--- config.mk ---
export PLATFORM = sky130hd
export DESIGN_NAME = signed_int_to_decimal_ascii_unit
export DESIGN_NICKNAME = d
export VERILOG_FILES = /design/src/design/sitoa_pkg.sv /design/src/design/signed_int_to_decimal_ascii_unit.sv
export SDC_FILE = /design/constraint.sdc
export NUM_CORES = 1
export LEC_CHECK = 0
export BUFFER_PORTS_ARGS = -buffer_cell sky130_fd_sc_hd__buf_4
export CORE_ASPECT_RATIO = 1.4
export CORE_MARGIN = 1.5
export CORE_UTILIZATION = 45
export CTS_CLUSTER_DIAMETER = 60
export DETAILED_ROUTE_END_ITERATION = 12
export PLACE_DENSITY = 0.65
export SLEW_MARGIN = 10
export SYNTH_ARGS = -nofsm -noshare
export SYNTH_HDL_FRONTEND = slang
export SYNTH_SLANG_ARGS = --single-unit
export TNS_END_PERCENT = 10
--- constraint.sdc ---
create_clock -name i_clk -period 6.23 [get_ports i_clk]
set_clock_uncertainty 0.05 [all_clocks]
set_input_delay 0.9345 -clock i_clk [delete_from_list [all_inputs] [get_ports i_clk]]
set_output_delay 0.9345 -clock i_clk [all_outputs]
set_load 0.01 [all_outputs]
--- src/design/sitoa_pkg.sv ---
`default_nettype none

package sitoa_pkg;

    localparam int VALUE_W    = 32;
    localparam int CHAR_W     = 6;
    localparam int DIGIT_W    = 4;
    localparam int NUM_DIGITS = 10;
    localparam int BCD_W      = DIGIT_W * NUM_DIGITS;
    localparam int NDIG_W     = $clog2(NUM_DIGITS + 1);
    localparam int ITER_W     = $clog2(VALUE_W);

    localparam logic [CHAR_W-1:0]         CHAR_MINUS   = 6'd45;
    localparam logic [CHAR_W-DIGIT_W-1:0] DIGIT_PREFIX = 2'b11;
    localparam logic [DIGIT_W-1:0]        DIGIT_NINE   = 4'd9;
    localparam logic [DIGIT_W-1:0]        ADJ_LIMIT    = 4'd5;
    localparam logic [DIGIT_W-1:0]        ADJ_ADD      = 4'd3;

endpackage

`default_nettype wire

--- src/design/signed_int_to_decimal_ascii_unit.sv ---
// Converts one signed 32-bit integer into its decimal ASCII text.
// Input channel: i_valid carries a request with i_value; o_stall is high
// while a conversion is in progress, so one number is handled at a time.
// Output channel: o_valid carries the characters of each request on o_character,
// most significant first, with a leading minus sign for negative values and
// o_last set on the final digit. The receiver holds it with i_stall.
// Steps: the magnitude is shifted through a double-dabble unit over all 32
// of its bits, then leading zero digits are dropped at one per cycle, then the
// characters leave at one per cycle (up to 11) while not stalled. Each
// dropped zero is one digit fewer to send. A new request is taken once
// the last character sits in the output register.
// When the receiver stalls, the held character stays on the outputs and
// the emission sequence waits for it.
// A synchronous active-low reset returns the block to idle and drops any
// character that has not been taken.
`default_nettype none

module signed_int_to_decimal_ascii_unit (
    input  wire logic                             i_clk,
    input  wire logic                             i_rst_n,
    input  wire logic                             i_valid,
    output logic                                  o_stall,
    input  wire logic signed [sitoa_pkg::VALUE_W-1:0] i_value,
    output logic                                  o_valid,
    input  wire logic                             i_stall,
    output logic [sitoa_pkg::CHAR_W-1:0]          o_character,
    output logic                                  o_last
);

    typedef enum logic [2:0] {
        ST_IDLE,
        ST_CONV,
        ST_SKIP,
        ST_SIGN,
        ST_EMIT
    } t_state;

    t_state                             r_state, n_state;
    logic [sitoa_pkg::VALUE_W-1:0]      r_bin, n_bin;
    logic [sitoa_pkg::BCD_W-1:0]        r_bcd, n_bcd;
    logic [sitoa_pkg::ITER_W-1:0]       r_iter, n_iter;
    logic [sitoa_pkg::NDIG_W-1:0]       r_ndig, n_ndig;
    logic                               r_neg, n_neg;
    logic                               r_out_valid, n_out_valid;
    logic [sitoa_pkg::CHAR_W-1:0]       r_char, n_char;
    logic                               r_last, n_last;

    logic [sitoa_pkg::BCD_W-1:0]        adj_bcd;
    logic [sitoa_pkg::DIGIT_W-1:0]      top_digit;
    logic                               slot_free;
    logic                               accept;

    assign o_stall     = (r_state != ST_IDLE);
    assign o_valid     = r_out_valid;
    assign o_character = r_char;
    assign o_last      = r_last;

    assign accept    = i_valid && (r_state == ST_IDLE);
    assign slot_free = !r_out_valid || !i_stall;
    assign top_digit = r_bcd[sitoa_pkg::BCD_W-1 -: sitoa_pkg::DIGIT_W];

    always_comb begin
        logic [sitoa_pkg::DIGIT_W-1:0] dig;
        for (int k = 0; k < sitoa_pkg::NUM_DIGITS; k++) begin
            dig = r_bcd[k*sitoa_pkg::DIGIT_W +: sitoa_pkg::DIGIT_W];
            if (dig >= sitoa_pkg::ADJ_LIMIT) begin
                adj_bcd[k*sitoa_pkg::DIGIT_W +: sitoa_pkg::DIGIT_W] = dig + sitoa_pkg::ADJ_ADD;
            end else begin
                adj_bcd[k*sitoa_pkg::DIGIT_W +: sitoa_pkg::DIGIT_W] = dig;
            end
        end
    end

    always_comb begin
        n_state     = r_state;
        n_bin       = r_bin;
        n_bcd       = r_bcd;
        n_iter      = r_iter;
        n_ndig      = r_ndig;
        n_neg       = r_neg;
        n_out_valid = r_out_valid;
        n_char      = r_char;
        n_last      = r_last;

        if (r_out_valid && !i_stall) begin
            n_out_valid = 1'b0;
        end

        unique case (r_state)
            ST_IDLE: begin
                if (accept) begin
                    n_neg   = i_value[sitoa_pkg::VALUE_W-1];
                    n_bin   = i_value[sitoa_pkg::VALUE_W-1] ?
                              (sitoa_pkg::VALUE_W'(0) - sitoa_pkg::VALUE_W'(i_value)) :
                              sitoa_pkg::VALUE_W'(i_value);
                    n_bcd   = '0;
                    n_iter  = '1;
                    n_ndig  = sitoa_pkg::NDIG_W'(sitoa_pkg::NUM_DIGITS);
                    n_state = ST_CONV;
                end
            end
            ST_CONV: begin
                n_bcd  = {adj_bcd[sitoa_pkg::BCD_W-2:0], r_bin[sitoa_pkg::VALUE_W-1]};
                n_bin  = {r_bin[sitoa_pkg::VALUE_W-2:0], 1'b0};
                n_iter = r_iter - 1'b1;
                if (r_iter == '0) begin
                    n_state = ST_SKIP;
                end
            end
            ST_SKIP: begin
                if ((top_digit == '0) && (r_ndig > sitoa_pkg::NDIG_W'(1))) begin
                    n_bcd  = {r_bcd[sitoa_pkg::BCD_W-sitoa_pkg::DIGIT_W-1:0],
                              {sitoa_pkg::DIGIT_W{1'b0}}};
                    n_ndig = r_ndig - 1'b1;
                end else begin
                    n_state = r_neg ? ST_SIGN : ST_EMIT;
                end
            end
            ST_SIGN: begin
                if (slot_free) begin
                    n_out_valid = 1'b1;
                    n_char      = sitoa_pkg::CHAR_MINUS;
                    n_last      = 1'b0;
                    n_state     = ST_EMIT;
                end
            end
            ST_EMIT: begin
                if (slot_free) begin
                    n_out_valid = 1'b1;
                    n_char      = {sitoa_pkg::DIGIT_PREFIX, top_digit};
                    n_last      = (r_ndig == sitoa_pkg::NDIG_W'(1));
                    n_bcd       = {r_bcd[sitoa_pkg::BCD_W-sitoa_pkg::DIGIT_W-1:0],
                                   {sitoa_pkg::DIGIT_W{1'b0}}};
                    n_ndig      = r_ndig - 1'b1;
                    if (r_ndig == sitoa_pkg::NDIG_W'(1)) begin
                        n_state = ST_IDLE;
                    end
                end
            end
            default: begin
                n_state = ST_IDLE;
            end
        endcase
    end

    always_ff @(posedge i_clk) begin
        if (!i_rst_n) begin
            r_state     <= ST_IDLE;
            r_out_valid <= 1'b0;
        end else begin
            r_state     <= n_state;
            r_out_valid <= n_out_valid;
            r_bin       <= n_bin;
            r_bcd       <= n_bcd;
            r_iter      <= n_iter;
            r_ndig      <= n_ndig;
            r_neg       <= n_neg;
            r_char      <= n_char;
            r_last      <= n_last;
        end
    end

    // A shown character is either the minus sign, which never ends a number,
    // or a decimal digit.
    a_char_legal: assert property (@(posedge i_clk) disable iff (!i_rst_n)
        o_valid |-> ((o_character == sitoa_pkg::CHAR_MINUS) && !o_last) ||
                    ((o_character[sitoa_pkg::CHAR_W-1:sitoa_pkg::DIGIT_W] ==
                      sitoa_pkg::DIGIT_PREFIX) &&
                     (o_character[sitoa_pkg::DIGIT_W-1:0] <= sitoa_pkg::DIGIT_NINE)))
        else $error("illegal character on output");

    // An accepted request always starts the conversion loop.
    a_accept_conv: assert property (@(posedge i_clk) disable iff (!i_rst_n)
        (i_valid && !o_stall) |=> (r_state == ST_CONV))
        else $error("accepted request did not start conversion");

    // The digit count never runs out while digits are still being dropped or sent.
    a_ndig_live: assert property (@(posedge i_clk) disable iff (!i_rst_n)
        ((r_state == ST_SKIP) || (r_state == ST_SIGN) || (r_state == ST_EMIT)) |->
        ((r_ndig != '0) && (r_ndig <= sitoa_pkg::NDIG_W'(sitoa_pkg::NUM_DIGITS))))
        else $error("digit count out of range");

    // The minus sign is only sent for a negative value.
    a_sign_neg: assert property (@(posedge i_clk) disable iff (!i_rst_n)
        (r_state == ST_SIGN) |-> r_neg)
        else $error("sign state entered for a non-negative value");

endmodule

`default_nettype wire
==> results of run 1 <==
[cell usage after synthesis (all sizes together) (2+ instances only)]
library cell  instances  area [um2]
or3b                  3        26.3
a21oi                43         215
nand3b                3        22.5
o31ai                18         135
nor4b                 3        26.3
edfxtp               88        2640
o22ai                 2        12.5
and3                  2        12.5
nor2b                 6        37.5
xor2                 32         280
o41ai                 6        82.6
dfxtp                 4        80.1
buf                   7        38.8
nand4                 2        12.5
xnor2                16         140
nand2                76         285
inv                  30         113
nor3b                14         105
nor3                  7        35.0
o21ai                65         325
nand2b               12        75.1
nor2                 32         120
nand3                 3        15.0
nor4                  6        37.5
ha                   25         313
or4                   6        56.3
or3                   3        23.8
clkbuf               19        71.3
mux2i                 2        20.0
a22o                  9        78.8
or2                   3        18.8
[critical path, stage by stage]
cell and delay, ns:
buf_4 0.12, nor4_1 0.59, nand4_1 0.46, o41ai_1 0.43, xor2_1 0.20, a21oi_1 0.10
[through the flow]
stage | cell area, um2 | total power, uW | hold WS [ns]
after detailed placement | 5990 | 2230 | 0.458
final | 6290 | 2750 | 0.473
after global routing | 6290 | 2970 | 0.503
after global placement | 5990 | 2180 | 0.455
after CTS | 6290 | 2780 | 0.473
after floorplan | 5550 | 1940 | 0.445
[logic make-up after synthesis]
family,after synthesis,share of synthesized area [%]
other,1,0.0677
buffers and inverters,56,4.02
adders and majority gates,25,5.64
xor gates and xnor gates,48,7.58
DFF,92,49.1
and+or+nand+nor,184,16.9
muxes,2,0.361
AOI/OAI and AO/OA,150,16.3
[routing by layer]
metal / wire [um] / vias to the layer above / global-route usage [%]
met5: 0 / - / 0
met4: 240 / 0 / 7.89
met2: 5500 / 68 / 30.3
li1: - / 2067 / -
met1: 4600 / 1899 / 19.9
met3: 318 / 16 / 2.87
[final timing paths]
path                            slack [ns]         from         to  depth (start not counted)
worst max register to register        3.59   r_state[0]   r_bcd[4]                          4
worst min register to register        0.47     r_bin[8]   r_bin[9]                          2
worst min-delay path                  0.47     r_bin[8]   r_bin[9]                          2
worst max-delay path                  3.40  i_value[10]  r_bin[18]                          6
[power by group through the flow]
stage / Sequential, uW / Combinational [uW] / Clock (uW)
2_1_floorplan: 1140 / 801 / 0
3_3_place_gp: 1210 / 970 / 0
3_5_place_dp: 1220 / 1010 / 0
4_1_cts: 1210 / 1020 / 562
5_1_grt: 1240 / 1150 / 586
6_report: 1210 / 1000 / 546
[registers in the layout (all words and copies together) (netlist names)]
| signal | flops |
|---|---|
| o_character | 5 |
| r_state | 3 |
| o_last | 1 |
| o_valid | 1 |
| r_neg | 1 |
| r_iter | 5 |
| r_bin | 32 |
| r_ndig | 4 |
| r_bcd | 40 |
[cell type report]
class	count	area share, %
clock inverters	6	0.974
well taps	147	2.92
inverters	30	1.79
multi-input cells	410	41.8
repair buffers	46	5.49
clock buffers	10	3.80
flip-flops and latches	92	43.3
==> results.sh, run 1 <==
export IMPL_status="finished, final reports clean"
export IMPL_avgSynthCellArea_um2=9.93
export IMPL_hp_class="flip-flop to flip-flop"
export IMPL_start_util_pct=46.4
export IMPL_ant_nets=0
export IMPL_cts_tree="built"
export IMPL_worst_slack_ns=3.40
export IMPL_clkPwrFrac_pct=19.8
export IMPL_grt_max_degree=62
export IMPL_fill_cells=1115
export IMPL_antenna_found_initial=0
export IMPL_hpwl_mm=7.47
export IMPL_pwr_share_comb_pct=36.4
export IMPL_p_switching_uw=1020
export IMPL_syn_area_um2=5540
export IMPL_worst_slew_pin_slew_ns=0.945
export IMPL_critPathCaptureType="flip-flop"
export IMPL_ir_drop_uv=222
export IMPL_drc=0
export IMPL_hold_violations=0
export IMPL_dr_pass1_iters=4
export IMPL_drtIter0Drc=189
export IMPL_ys_async_sr_fraction_pct=0
export IMPL_arrival_ns=2.84
export IMPL_power_density_nw_per_um2=437
export IMPL_post_cts_resized=0
export IMPL_drive_above_1_share_pct=13.5
export IMPL_synth_seq_cells=92
export IMPL_vias=4050
export IMPL_p_leak_uw=0.00229
export IMPL_holdBufCountCts=0
export IMPL_cp_start_kind="input pin"
export IMPL_multi_input_area_um2=2630
export IMPL_io_buffers=43
export IMPL_yosysSeqAreaShare_pct=49.1
export IMPL_synth_edf_count=88
export IMPL_finalSetupTns_ns=0
export IMPL_fin_cells=741
export IMPL_grt_pass1_vias=3998
export IMPL_crit_required_ns=6.24
export IMPL_viasPerCell=5.47
export IMPL_clk_latency_ns=0.34
export IMPL_cap_viol_max_count=0
export IMPL_postCtsSetupBuffers=0
export IMPL_swShare_pct=37.1
export IMPL_wl_per_cell_um=14.4
export IMPL_post_route_period_util_pct=45.4
export IMPL_cts_buffers=9
export IMPL_grt_pass1_wl_mm=18.0
export IMPL_rows=47
export IMPL_rsz0062_at_grt="false"
export IMPL_htreeDepth=3
export IMPL_clk_pin_slew_ns=0.06
export IMPL_clock_sinks=92
export IMPL_overflow=0
export IMPL_ys_warn_count=0
export IMPL_area_growth_pct=13.5
export IMPL_synth_net_count=619
export IMPL_syn_inst=558
export IMPL_nNetsFinal=650
export IMPL_final_core_util_pct=52.7
export IMPL_final_common_cell="edfxtp_1"
export IMPL_seq_area_um2=2720
export IMPL_fmax_ghz=0.354
export IMPL_maxSlewViolCount=0
export IMPL_cp_max_fo=8
export IMPL_clockBufferDepth=2
export IMPL_finalSetupViolations=0
export IMPL_antenna_cells=0
export IMPL_coreArea_um2=11900
export IMPL_seq_power_share_pct=43.8
export IMPL_die_width_um=96.8
export IMPL_criticalPathCategory="input pin to flip-flop"
export IMPL_p_int_uw=1730
export IMPL_cts_root_buf="clkbuf_16"
export IMPL_placed_cells=725
export IMPL_slew_headroom_pct=37.0
export IMPL_die_h_um=134
export IMPL_ys_flop_type="edfxtp_1"
export IMPL_dp_slack_ns=3.05
export IMPL_period_needed_ns=2.83
export IMPL_io_pins=45
export IMPL_dieArea_um2=13000
export IMPL_synthDistinctLibCells=49
export IMPL_gp_congestion=0.793
export IMPL_layout_cells_most_common_list="88 x edfxtp_1, 76 x nand2_1, 61 x o21ai_0"
export IMPL_finalWirelength_mm=10.7
export IMPL_track_usage_pct=17.0
No activity file was read; power rests on OpenSTA's default activity.
==> inputs of run 2 (changes only) <==
- ABC_AREA: unset -> 1
- clock period: 6.23 -> 2.3 ns (I/O delays scaled with it)
==> run 2 against run 1 <==
  * Largest power group is now combinational cells
  * Clock-buffer cell count is 1 lower
  * Global-route usage increased by 2.6 points
  * Critical path type is now flip-flop to flip-flop
  * Non-clock buffer count is 9 higher
  * Clock power grew to 2.6 times the previous value
  * Setup slack worse by 3.2 ns
  * Register-to-register slack worse by 3.4 ns
  * Routed wire length grew 20%
  * Area after synthesis up 4.9%
  * Core utilization up 0.26 points
  * Critical path depth up 2
  * Synthesized cell count rose by 23%
==> results.sh, run 2 <==
export IMPL_cp_max_fo=16
export IMPL_drc=0
export IMPL_synthMostInstantiatedCell="nand2_1"
export IMPL_dpl_cell_area_um2=6330
export IMPL_post_cts_resized=0
export IMPL_area_growth_pct=13.8
export IMPL_nNetsFinal=796
export IMPL_dieArea_um2=13600
export IMPL_fill_cells=1176
export IMPL_critPathCaptureType="flip-flop"
export IMPL_clock_sinks=92
export IMPL_reg_top3="r_bcd x40, r_bin x32"
export IMPL_period_needed_ns=2.09
export IMPL_ys_warn_count=0
export IMPL_final_common_cell="nand2_1"
export IMPL_yosys_area_top_type_share_pct=45.5
export IMPL_clk_pin_slew_ns=0.07
export IMPL_track_usage_pct=19.6
export IMPL_layout_cells_most_common_list="155 x nand2_1, 88 x edfxtp_1, 87 x inv_1"
export IMPL_ys_async_sr_fraction_pct=0
export IMPL_die_width_um=99.0
export IMPL_viasPerCell=5.42
export IMPL_rows=48
export IMPL_die_h_um=137
export IMPL_power_density_nw_per_um2=1180
export IMPL_synth_adder_area_share_pct=5.38
export IMPL_crit_required_ns=2.28
export IMPL_htreeDepth=3
export IMPL_hp_class="input pin to flip-flop"
export IMPL_cts_buffers=9
export IMPL_finalSetupViolations=0
export IMPL_drtIter0Drc=189
export IMPL_overflow=0
export IMPL_synth_net_count=748
export IMPL_start_util_pct=46.5
export IMPL_wl_per_cell_um=14.3
export IMPL_dr_pass1_iters=5
export IMPL_maxSlewViolCount=0
export IMPL_ys_flop_type="edfxtp_1"
export IMPL_holdBufCountCts=0
export IMPL_netlist_top_cell_by_area="edfxtp_1"
export IMPL_post_route_period_util_pct=90.9
export IMPL_synth_top_family_by_area="simple AND/OR/NAND/NOR gates"
export IMPL_synth_compound_area_share_pct=13.7
export IMPL_grt_pass1_vias=4786
export IMPL_yosys_top_cells_count="155 x nand2_1, 88 x edfxtp_1, 87 x inv_1"
export IMPL_cts_tree="built"
export IMPL_ys_top_cells_by_area="edfxtp_1 45%, nand2_1 10%, inv_1 5.6%"
export IMPL_regMostFlops="r_bcd"
export IMPL_finalPower_uw=7840
export IMPL_grt_pass1_wl_mm=21.3
export IMPL_synthMuxAreaShare_pct=0
export IMPL_gp_congestion=0.944
export IMPL_clockBufferDepth=2
export IMPL_clk_latency_ns=0.34
export IMPL_ant_nets=0
export IMPL_antenna_found_initial=0
export IMPL_fmax_ghz=0.478
export IMPL_hpwl_mm=9.57
export IMPL_synthXorXnorAreaFrac_pct=3.16
export IMPL_vias=4822
export IMPL_ir_drop_uv=512
export IMPL_status="finished, final reports clean"
export IMPL_rsz0062_at_grt="false"
export IMPL_finalSetupTns_ns=0
export IMPL_synth_edf_count=88
export IMPL_final_area_um2=6620
export IMPL_arrival_ns=2.07
export IMPL_cap_viol_max_count=0
export IMPL_avgSynthCellArea_um2=8.46
export IMPL_p_leak_uw=0.00276
export IMPL_cp_start_kind="flip-flop"
export IMPL_finalWirelength_mm=12.8
export IMPL_cts_root_buf="clkbuf_16"
export IMPL_synthDistinctLibCells=39
export IMPL_postCtsSetupBuffers=0
export IMPL_placed_cells=873
export IMPL_io_pins=45
export IMPL_slew_headroom_pct=41.8
export IMPL_yosysSeqAreaShare_pct=46.8
export IMPL_largest_reg_flops=40
export IMPL_syn_inst=687
export IMPL_r2r_setup_slack_ns=0.21
export IMPL_coreArea_um2=12500
export IMPL_hold_violations=0
export IMPL_synth_seq_cells=92
export IMPL_worst_slew_pin_slew_ns=0.872
export IMPL_drive_above_1_share_pct=14.3
export IMPL_grt_max_degree=58
export IMPL_fin_cells=890
export IMPL_synthSimpleGateAreaFrac_pct=22.6
export IMPL_io_buffers=43
export IMPL_antenna_cells=0
export IMPL_criticalPathCategory="flip-flop to flip-flop"
export IMPL_syn_area_um2=5810
## run 2: cell count changes after synthesis, moves of 11 or more
| cell | before | now |
|---|---|---|
| o21ai_1 | 4 | 21 |
| nor3b_1 | 14 | 0 |
| nand3_1 | 3 | 54 |
| a21oi_1 | 43 | 19 |
| o31ai_1 | 18 | 1 |
| nor2_1 | 32 | 63 |
| inv_1 | 30 | 87 |
| clkbuf_1 | 19 | 1 |
| o22ai_1 | 2 | 15 |
| buf_2 | 1 | 12 |
| nand2_1 | 76 | 155 |
| nand2b_1 | 12 | 0 |
| xor2_1 | 32 | 14 |
## run 2: cell type report
| type | count | area (um2) | area share, % |
|---|---|---|---|
| Sequential cell | 92 | 2720 | 41.1 |
| Clock buffer | 9 | 225 | 3.40 |
| Inverter | 96 | 360 | 5.45 |
| Clock inverter | 7 | 57.6 | 0.870 |
| Multi-Input combinational cell | 481 | 2640 | 39.9 |
| Timing Repair Buffer | 55 | 425 | 6.43 |
| Tap cell | 150 | 188 | 2.84 |
## run 2: kinds of logic (layout without fill, tap and decap cells)
group | Yosys count | in the layout
buf+inv | 115 | 167
flops | 92 | 92
fa+ha+maj | 25 | 25
other cells | 1 | 1
compound gates | 130 | 130
xor+xnor | 21 | 21
simple gates | 303 | 304
## run 2: critical path, cell delays in order (launching register included)
cell and delay [ns]:
edfxtp_1 0.42, inv_1 0.06, ha_1 0.22, o21ai_0 0.19, nand2_1 0.10, nand2_1 0.07
o21ai_0 0.17, a21oi_4 0.22, buf_4 0.27
## run 2: layer usage
metal | share of wire, % | routed length [um] | GRT usage, % | vias to the layer above
li1 | - | - | - | 2426
met1 | 41 | 5250 | 21.4 | 2241
met2 | 52 | 6620 | 36.7 | 127
met3 | 4.2 | 541 | 3.70 | 28
met4 | 2.7 | 343 | 8.81 | 0
met5 | 0 | 0 | 0 | -
## run 2: path summary, 6_finish.rpt
kind / endpoint / startpoint / cells past startpoint
worst min-delay path: r_state[2] / i_rst_n / 3
worst max register to register: r_bcd[24] / r_ndig[0] / 8
worst min register to register: r_state[0] / r_state[0] / 2
worst max-delay path: r_bcd[24] / r_ndig[0] / 8
## run 2: report_power, final
group          internal (uW)  switching, uW
Sequential              2740            334
Clock                    750            661
Combinational           1140           2220
## run 2: per-stage QoR
| step | util, % | hold WS [ns] | worst slack, ns |
|---|---|---|---|
| floorplan | - | 0.394 | 0.0279 |
| global placement | 50.7 | 0.454 | 0.266 |
| detailed placement | 50.7 | 0.457 | 0.145 |
| CTS | 52.9 | 0.220 | 0.170 |
| global route | 53.0 | 0.241 | 0.0100 |
| finish | 53.0 | 0.224 | 0.210 |
